File: src/hdl/snh_pkg.sv
// ----------------------------------------------------------------------------
// snh_pkg
// Types and constants shared by the scene node hit test engine.
// ----------------------------------------------------------------------------
package snh_pkg;

  localparam logic [15:0] ROOT_CLIP = 16'd32000;

  localparam logic [1:0] KIND_CREATE = 2'd0;
  localparam logic [1:0] KIND_TOUCH  = 2'd1;
  localparam logic [1:0] KIND_CLIP   = 2'd2;
  localparam logic [1:0] KIND_QUERY  = 2'd3;

  typedef struct packed {
    logic [1:0]         kind;
    logic [7:0]         node_id;
    logic signed [15:0] pos_x;
    logic signed [15:0] pos_y;
    logic [15:0]        width;
    logic [15:0]        height;
    logic               has_handler;
    logic [15:0]        handler_control;
    logic [15:0]        handler_data;
    logic               touch_down;
    logic [15:0]        touch_x;
    logic [15:0]        touch_y;
  } in_t;

  typedef struct packed {
    logic [7:0]         new_node_id;
    logic               fired;
    logic [7:0]         handler_node;
    logic [15:0]        out_control;
    logic [15:0]        out_data;
    logic signed [15:0] delta_x;
    logic signed [15:0] delta_y;
    logic               pending_flag;
    logic [15:0]        clip_left;
    logic [15:0]        clip_top;
    logic [15:0]        clip_right;
    logic [15:0]        clip_bottom;
  } out_t;

  typedef struct packed {
    logic        hvld;
    logic [15:0] hdata;
    logic [15:0] hctrl;
    logic [7:0]  parent;
    logic [15:0] ox;
    logic [15:0] oy;
    logic [15:0] cl;
    logic [15:0] ct;
    logic [15:0] cr;
    logic [15:0] cb;
  } node_t;

  typedef struct packed {
    logic        reject;
    logic [15:0] xtl;
    logic [15:0] ytl;
    logic [15:0] nl;
    logic [15:0] nt;
    logic [15:0] nr;
    logic [15:0] nb;
    logic        hit;
    logic [15:0] rl;
    logic [15:0] rt;
    logic [15:0] rr;
    logic [15:0] rb;
  } geom_t;

endpackage

File: src/hdl/snh_geom.sv
// ----------------------------------------------------------------------------
// snh_geom
// Shared add and compare unit: node placement, hit test, rectangle clip.
// ----------------------------------------------------------------------------
module snh_geom (
  input  snh_pkg::node_t node_i,
  input  snh_pkg::in_t   item_i,
  output snh_pkg::geom_t geom_o
);

  logic [15:0]        xtl, ytl, xbr, ybr;
  logic [15:0]        xtlp, ytlp, xbrp, ybrp;
  logic signed [16:0] sx, sy, sum_x, sum_y;
  logic [15:0]        l, t, r, b;

  always_comb begin
    xtl  = node_i.ox + item_i.pos_x;
    ytl  = node_i.oy + item_i.pos_y;
    xbr  = xtl + item_i.width;
    ybr  = ytl + item_i.height;
    xtlp = xtl[15] ? 16'd0 : xtl;
    ytlp = ytl[15] ? 16'd0 : ytl;
    xbrp = xbr[15] ? 16'd0 : xbr;
    ybrp = ybr[15] ? 16'd0 : ybr;

    geom_o.xtl    = xtl;
    geom_o.ytl    = ytl;
    geom_o.reject = ($signed({xtl[15], xtl}) > $signed({1'b0, node_i.cr})) ||
                    ($signed({ytl[15], ytl}) > $signed({1'b0, node_i.cb})) ||
                    ($signed({xbr[15], xbr}) < $signed({1'b0, node_i.cl})) ||
                    ($signed({ybr[15], ybr}) < $signed({1'b0, node_i.ct}));
    geom_o.nl = (xtlp > node_i.cl) ? xtlp : node_i.cl;
    geom_o.nt = (ytlp > node_i.ct) ? ytlp : node_i.ct;
    geom_o.nr = (xbrp < node_i.cr) ? xbrp : node_i.cr;
    geom_o.nb = (ybrp < node_i.cb) ? ybrp : node_i.cb;

    sx = $signed({item_i.touch_x[15], item_i.touch_x});
    sy = $signed({item_i.touch_y[15], item_i.touch_y});
    geom_o.hit = !((sx < $signed({1'b0, node_i.cl})) || (sx > $signed({1'b0, node_i.cr})) ||
                   (sy < $signed({1'b0, node_i.ct})) || (sy > $signed({1'b0, node_i.cb})));

    sum_x = $signed({node_i.ox[15], node_i.ox}) + $signed({item_i.pos_x[15], item_i.pos_x});
    sum_y = $signed({node_i.oy[15], node_i.oy}) + $signed({item_i.pos_y[15], item_i.pos_y});
    l = sum_x[16] ? 16'd0 : sum_x[15:0];
    t = sum_y[16] ? 16'd0 : sum_y[15:0];
    r = l + item_i.width;
    b = t + item_i.height;
    geom_o.rl = (l > node_i.cl) ? l : node_i.cl;
    geom_o.rt = (t > node_i.ct) ? t : node_i.ct;
    geom_o.rr = (r < node_i.cr) ? r : node_i.cr;
    geom_o.rb = (b < node_i.cb) ? b : node_i.cb;
  end

endmodule

File: config.mk
export PLATFORM = sky130hd
export DESIGN_NAME = snh_geom
export DESIGN_NICKNAME = d
export VERILOG_FILES = /design/src/hdl/snh_pkg.sv /design/src/hdl/snh_geom.sv
export SDC_FILE = /design/constraint.sdc
export NUM_CORES = 1
export LEC_CHECK = 0
export BUFFER_PORTS_ARGS = -buffer_cell sky130_fd_sc_hd__buf_4
export CAP_MARGIN = 15
export CORE_ASPECT_RATIO = 0.5
export CORE_MARGIN = 10
export CORE_UTILIZATION = 53
export DETAILED_ROUTE_END_ITERATION = 12
export PLACE_DENSITY_LB_ADDON = 0.08
export SKIP_LAST_GASP = 1
export SLEW_MARGIN = 20
export SYNTH_ARGS = -nofsm -noshare
export SYNTH_HDL_FRONTEND = slang
export SYNTH_SLANG_ARGS = --single-unit
File: constraint.sdc
create_clock -name vclk -period 7.9
set_input_delay 0.395 -clock vclk [all_inputs]
set_output_delay 0.395 -clock vclk [all_outputs]
set_load 0.01 [all_outputs]
==> metrics, run 1 <==
CP Launch Type input pin; die area 29,400 um^2; placed standard-cell area 15,000 um^2; I/O Pins 439; Vias/cell 6.08; Final nets 2,496; FILL cells 1,854; Critical Path RT 7510 ps; register area share after synthesis 0%; pin count of the biggest net entering global routing 22; DRT antenna net count 0; Synth cell types 86; routed wire length 46,000 um; Design Area, Final 15,100 um^2; Die Ht 126 um; Max Fclk 133 MHz; initial antenna violation count 1; vias 13,300; Initial DRC Count 1,051; Hold Violations, Final 0; Critical Path AT 7110 ps; Cells after Synth 1,547; Psw 1820 uW; fin. max-slew vios 0; Register Area 0 um^2; Core Rows 38; metal2 WL 22,600 um; GRT overflow 0; Starting Density 54.7%; Comb pwr share 100.0%; Worst setup EP type output pin; TNS Setup 0 ps; status finished clean; CP max stage delay 530 ps; Die W 233 um; DRT Pass-1 Iters 7; WL/cell 21.1 um; worst slew pin tran 1050 ps; Sequential Power Share 0%; seq_cells 0; RSZ-0062 raised after global routing false; Buffers on Ports 352; Worst VDD drop 0.203 mV; GRT Util Overall 28.6%; HPWL Detailed 40,700 um; area occupied by multi-input gates 11,400 um^2; mean area per synthesized cell 7.76 um^2; Leak Pwr 0.00798 uW; clkbuf count 0; vias in the first global route 13,300; P_int 1550 uW; Final Critical Period 7510 ps; CP max stage cell or4_1; Final Setup Violations 0; top routing layer in use met4; Clock Power Share 0%; share of cells above drive strength 1 24.8%; Core ar. 22,000 um^2; wl on met1 18,800 um; synthesized area 12,000 um^2; CP Class input pin to output pin; sw frac 54.1%; Synth warnings 0; DR DRC count 0; first-pass GRT wire length 69,600 um; cell mode on critical path a21o_1; slew margin rel. 30.1%; Area Overhead vs Synth 25.4%; pwr dens 224 nW/um^2; gpl congestion 0.964; maxcap violations 0; Worst Hold Class input pin to output pin; period utilization 95.0%; Max Fanout on Critical Path 13; DR WL met3 2930 um
==> final timing paths <==
path	cells past startpoint	slack, ps	to	startpoint
min	2	1070	geom_o[112]	node_i[47]
max	31	390	geom_o[69]	node_i[64]
==> metal layers <==
| layer | vias up | track usage, % |
|---|---|---|
| li1 | 6405 | - |
| met1 | 6242 | 34.1 |
| met2 | 517 | 52.0 |
| met3 | 113 | 2.96 |
| met4 | 0 | 10.7 |
| met5 | - | 0 |
==> worst max-delay path: cells and delay by family <==
kind / cells / cell delay, ps
AOI/OAI and AO/OA: 13 / 2540
xor gates and xnor gates: 3 / 800
adders and majority gates: 4 / 1180
buffers and inverters: 4 / 560
muxes: 1 / 350
and+or+nand+nor: 6 / 1290
==> what timing repair did <==
item                                   4_1_cts  5_1_grt
setup endpoints to repair                    4       14
endpoints found under the hold margin        0        0
gates cloned                                 0        1
pin swaps                                    0        4
gates resized for setup                      1       10
hold buffers                                 0        0
buffers inserted                             0        2
==> metrics by stage <==
stage	hold WS, ps	utilization (%)	setup WS, ps	std cells	total power, uW
3_3_place_gp	1070	68.2	260	2181	3190
5_1_grt	1090	68.5	43.6	2185	3670
4_1_cts	1070	68.2	94.9	2181	3310
2_1_floorplan	892	-	964	1548	2080
6_report	1070	68.5	392	2185	3370
3_5_place_dp	1070	68.2	2.31	2181	3290
==> synthesized netlist by cell type, types with 12 or more instances <==
| cell type | instances | area [um^2] |
|---|---|---|
| xor2_1 | 31 | 272 |
| clkbuf_1 | 21 | 78.8 |
| xnor2_1 | 52 | 455 |
| nand2_1 | 58 | 218 |
| a31oi_1 | 13 | 81.3 |
| a21oi_1 | 122 | 611 |
| nand3_1 | 25 | 125 |
| nand4_1 | 30 | 188 |
| o21ai_1 | 19 | 95.1 |
| o21a_1 | 26 | 195 |
| and2_1 | 31 | 194 |
| nor2_1 | 122 | 458 |
| mux2_2 | 53 | 597 |
| nor2b_1 | 32 | 200 |
| o21ai_0 | 74 | 370 |
| inv_1 | 132 | 495 |
| mux2_1 | 47 | 529 |
| a21o_1 | 72 | 541 |
| nor3_1 | 21 | 105 |
| o21bai_1 | 12 | 90.1 |
| nand2b_1 | 26 | 163 |
| a211oi_1 | 17 | 128 |
| ha_1 | 327 | 4090 |
==> cell type report <==
class	count	area share, %
well taps	300	2.49
repair buffers	364	18.2
diodes	1	0.0166
multi-input cells	1383	75.9
inverters	137	3.42
==> power by group through the flow <==
| stage | combinational [uW] | clock [uW] | sequential [uW] |
|---|---|---|---|
| 2_1_floorplan | 2080 | 0 | 0 |
| 3_3_place_gp | 3190 | 0 | 0 |
| 3_5_place_dp | 3290 | 0 | 0 |
| 4_1_cts | 3310 | 0 | 0 |
| 5_1_grt | 3670 | 0.0000169 | 0 |
| 6_report | 3370 | 0.0000169 | 0 |
==> cell families after synthesis <==
family	count (synthesis)	synth area share, %
xor gates and xnor gates	86	6.51
adders and majority gates	340	35.7
buffers and inverters	166	5.51
and+or+nand+nor	391	16.5
AOI/OAI and AO/OA	443	24.3
muxes	120	11.5
other	1	0.0312
==> cell usage in the layout, fill, tap and decap left out, drive strengths merged, types with 8 or more instances in the layout <==
master	synthesis	layout
o21a	26	26
and3	11	11
o21ai	94	94
a21boi	9	9
nand3	25	25
a21o	72	72
nand2b	26	26
mux2	110	110
and2	32	32
xor2	31	31
nor2	123	123
a211oi	20	20
nor3	21	21
a31o	9	9
inv	137	137
nand2	59	60
a21oi	124	124
nor2b	32	32
a31oi	13	13
o22ai	8	8
xnor2	54	54
ha	327	327
mux2i	10	10
buf	8	364
o21bai	12	12
o31ai	10	10
nand4	30	30
a2111oi	9	9
(Power assumes the default switching activity.)
==> run 2, diff against run 1 <==
- MAX_ROUTING_LAYER: unset -> met4
==> run 2 against run 1 <==
- global-route usage grew 1.8 points
- final cell count is essentially flat
- flip-flop and latch count unchanged
==> metrics, run 2 (same netlist as run 1, synthesis figures left out) <==
vias in the first global route 13,900 (was 13,300); fin. max-slew vios 0 (unchanged); Max Fanout on Critical Path 13 (unchanged); pwr dens 225 nW/um^2 (was 224 nW/um^2); pin count of the biggest net entering global routing 22 (unchanged); I/O Pins 439 (unchanged); cell mode on critical path a21o_1 (unchanged); Area Overhead vs Synth 25.4% (about the same); CP Launch Type input pin (unchanged); most common cell after layout, fill and taps aside buf_4 (unchanged); Worst VDD drop 0.190 mV (was 0.203 mV); DRT Pass-1 Iters 8 (was 7); maxcap violations 0 (unchanged); GRT overflow 0 (unchanged); CTS Hold Bufs 0 (unchanged); CP max stage delay 530 ps (about the same); Hold Violations, Final 0 (unchanged); Initial DRC Count 1,074 (was 1,051); Core Rows 38 (unchanged); most frequent cells in the layout 363 x buf_4, 327 x ha_1, 132 x inv_1 (was 364 x buf_4, 327 x ha_1, 132 x inv_1); Leak Pwr 0.00798 uW (about the same); Critical Path RT 7510 ps (about the same); setup ws final 304 ps (was 392 ps); Max Fclk 132 MHz (was 133 MHz); CP Class input pin to output pin (unchanged); Worst setup EP type output pin (unchanged); RSZ-0062 raised after global routing false (unchanged); die area 29,400 um^2 (unchanged); Die Ht 126 um (unchanged); first-pass GRT wire length 71,900 um (was 69,600 um); Vias/cell 6.10 (was 6.08); clkbuf count 0 (unchanged); start point of the critical path node_i[64] (unchanged); Critical Path AT 7200 ps (was 7110 ps); initial antenna violation count 0 (was 1); period utilization 96.2% (was 95.0%); Register Area 0 um^2 (unchanged); GRT Util Overall 30.4% (was 28.6%); DRT antenna net count 0 (unchanged); Worst Hold Class input pin to output pin (unchanged); seq_cells 0 (unchanged); gpl congestion 0.997 (was 0.964); Buffers on Ports 352 (unchanged); Core ar. 22,000 um^2 (unchanged); DR DRC count 0 (unchanged); crit path to geom_o[66] (was geom_o[69]); TNS Setup 0 ps (unchanged); Die W 233 um (unchanged); slew margin rel. 28.5% (was 30.1%); Setup WS pre-CTS 68.8 ps (was 2.31 ps); Final Critical Period 7600 ps (was 7510 ps); Final nets 2,495 (was 2,496); post-cts sizing count 0 (was 1); status finished clean (unchanged); share of cells above drive strength 1 24.8% (about the same); vias 13,300 (about the same); Final Setup Violations 0 (unchanged); WHS 1080 ps (was 1070 ps); CP max stage cell or4_1 (unchanged); HPWL Detailed 41,400 um (was 40,700 um); Starting Density 54.7% (unchanged); worst slew pin tran 1070 ps (was 1050 ps); WL/cell 21.5 um (was 21.1 um); Post-CTS Setup Inserts 0 (unchanged); routed wire length 47,100 um (was 46,000 um)
==> run 2: how the worst min path moves through the flow <==
stage | from | end | slack, ps | cells past startpoint
after floorplan | node_i[47] | geom_o[112] | 890 | 1
after global placement | node_i[47] | geom_o[112] | 1070 | 2
after detailed placement | node_i[47] | geom_o[112] | 1070 | 2
after CTS | node_i[47] | geom_o[112] | 1070 | 2
after global routing | node_i[47] | geom_o[112] | 1080 | 2
final | node_i[47] | geom_o[112] | 1080 | 2
==> run 2: power breakdown <==
group	leakage, uW	internal [uW]	switching (uW)
combinational	0.00798	1550	1840
clock	0.00000000634	0.00000883	0
sequential	0	0	0
total	0.00798	1550	1840
==> run 2: final cells by class <==
| type | count | area [um^2] |
|---|---|---|
| Antenna cell | 1 | 2.50 |
| Fill cell | 1855 | 6910 |
| Inverter | 137 | 514 |
| Multi-Input combinational cell | 1383 | 11400 |
| Tap cell | 300 | 375 |
| Timing Repair Buffer | 363 | 2730 |
==> run 2: worst max-delay path, delay by kind of cell <==
| kind | cells | cell delay [ps] |
|---|---|---|
| fa+ha+maj | 4 | 1250 |
| compound gates | 13 | 2600 |
| xor+xnor | 3 | 750 |
| simple gates | 6 | 1320 |
| mux | 1 | 340 |
| buf+inv | 4 | 560 |
==> run 2: layer usage <==
metal  GRT usage (%)  wire (um)  vias to the layer above
met5               -          0                        -
met4            10.0       1440                        0
met3            2.47       2500                       99
met2            55.1      23400                      536
met1            34.9      19700                     6295
li1                -          -                     6403
==> run 2: through the flow <==
stage | cell area (um^2) | power [uW] | instances | util (%)
after floorplan | 12000 | 2080 | 1548 | -
after global placement | 15000 | 3200 | 2182 | 68.2
after detailed placement | 15000 | 3300 | 2182 | 68.2
after CTS | 15000 | 3310 | 2182 | 68.2
after global routing | 15000 | 3680 | 2183 | 68.5
final | 15100 | 3390 | 2184 | 68.5
==> run 3, diff against run 2 <==
- CORE_ASPECT_RATIO: 0.5 -> 1.1
==> run 3 against run 2 <==
- non-clock buffer count is 14 higher
- core utilization decreased by 0.23 points
- via count grew 0.34%
- setup slack got worse by 5.1 ps
- critical path depth unchanged
- total power decreased by 0.42%
- global-route usage grew 0.65 points
- sequential share of layout area stayed put
- largest cell class unchanged
==> metrics, run 3 (same netlist as run 1, synthesis figures left out) <==
status finished clean (unchanged); period utilization 96.2% (about the same); pwr dens 223 nW/um^2 (was 225 nW/um^2); TNS Setup 0 ps (unchanged); Die W 164 um (was 233 um); Sequential Power Share 0% (about the same); HPWL Detailed 41,800 um (was 41,400 um); clkbuf count 0 (unchanged); area occupied by multi-input gates 11,400 um^2 (about the same); P_int 1570 uW (was 1550 uW); die area 29,100 um^2 (was 29,400 um^2); GRT overflow 0 (unchanged); Die Ht 178 um (was 126 um); CP top delay family compound AO/OA/AOI/OAI gates (unchanged); share of cells above drive strength 1 25.3% (was 24.8%); Worst Hold Class input pin to output pin (unchanged); Initial DRC Count 837 (was 1,074); CP max stage delay 710 ps (was 530 ps); pin count of the biggest net entering global routing 22 (unchanged); CP Launch Type input pin (unchanged); Design Area, Final 15,100 um^2 (about the same); GRT Util Overall 31.0% (was 30.4%); initial antenna violation count 4 (was 0); Max Fclk 132 MHz (about the same); non-filler cells, final 2,195 (was 2,184); DRT Pass-1 Iters 5 (was 8); Max Fanout on Critical Path 14 (was 13); gpl congestion 0.987 (was 0.997); Psw 1810 uW (was 1840 uW); Placed Cells 2,185 (was 2,182); fin. max-slew vios 0 (unchanged); Comb pwr share 100.0% (about the same); Buffers on Ports 352 (unchanged); FILL cells 1,988 (was 1,855); Final Critical Period 7600 ps (about the same); Area Overhead vs Synth 26.2% (was 25.4%); Register Area 0 um^2 (unchanged); Worst VDD drop 0.146 mV (was 0.190 mV); routed wire length 47,200 um (was 47,100 um); Core ar. 22,200 um^2 (was 22,000 um^2); Final Setup Violations 0 (unchanged); most common cell after layout, fill and taps aside buf_4 (unchanged); maxcap violations 0 (unchanged); Clock Power Share 0% (about the same); Core Rows 57 (was 38); Setup WS pre-CTS 217 ps (was 68.8 ps); Critical Path AT 7210 ps (was 7200 ps); slew margin rel. 28.1% (was 28.5%); CTS Hold Bufs 0 (unchanged); Hold Violations, Final 0 (unchanged); CP max stage cell a2111oi_1 (was or4_1); I/O Pins 439 (unchanged); seq_cells 0 (unchanged); CP Class input pin to output pin (unchanged); Worst setup EP type output pin (unchanged); Starting Density 54.1% (was 54.7%); Leak Pwr 0.00804 uW (was 0.00798 uW); DR DRC count 0 (unchanged); worst slew pin tran 1080 ps (was 1070 ps); Vias/cell 6.09 (was 6.10); most frequent cells in the layout 376 x buf_4, 327 x ha_1, 132 x inv_1 (was 363 x buf_4, 327 x ha_1, 132 x inv_1); DRT antenna net count 0 (unchanged); setup ws final 299 ps (was 304 ps); placed standard-cell area 15,100 um^2 (was 15,000 um^2); final core occ 68.3% (was 68.5%); Buf/Inv on CP 5 (was 4); first-pass GRT wire length 71,000 um (was 71,900 um); sw frac 53.5% (was 54.4%); Critical Path RT 7510 ps (about the same); Final nets 2,508 (was 2,495); vias in the first global route 13,800 (was 13,900); WL/cell 21.5 um (about the same); vias 13,400 (was 13,300)
run 3: cell types whose count changed in the layout (fill, tap and decap cells not counted), moves of 2 or more:
| cell | previous run | this run |
|---|---|---|
| o21ai_2 | 3 | 1 |
| buf_4 | 363 | 376 |
| xor2_1 | 31 | 28 |
| xor2_2 | 0 | 3 |
| diode_2 | 1 | 4 |
| nand2_4 | 2 | 0 |
run 3: path summary, 6_finish.rpt:
check        from     endpoint  slack (ps)  depth (start not counted)
min    node_i[63]  geom_o[128]        1070                          2
max    node_i[64]   geom_o[66]         300                         31
run 3: cell type report:
cell class	count	area share [%]
diodes	4	0.0661
inverters	137	3.39
multi-input cells	1382	75.3
well taps	295	2.44
repair buffers	377	18.8
run 3: metal layers:
layer	routed length, um	track usage (%)
met5	0	-
met2	24000	56.5
met3	3380	4.84
met1	17400	32.0
met4	2420	14.3
run 3: timing repair:
action	in CTS	in global routing
setup buffers	0	6
setup endpoints to repair	0	14
gates resized for setup	0	7
run 3: power groups by stage:
stage               sequential, uW  combinational [uW]  clock, uW
floorplan                        0                2080          0
global placement                 0                3240          0
detailed placement               0                3300          0
CTS                              0                3320          0
global route                     0                3680  0.0000678
finish                           0                3370  0.0000680
run 3: stage by stage:
stage	hold slack, ps	total power [uW]
after floorplan	892	2080
after global placement	1070	3240
after detailed placement	1070	3300
after CTS	1070	3320
after global routing	1080	3680
final	1070	3370
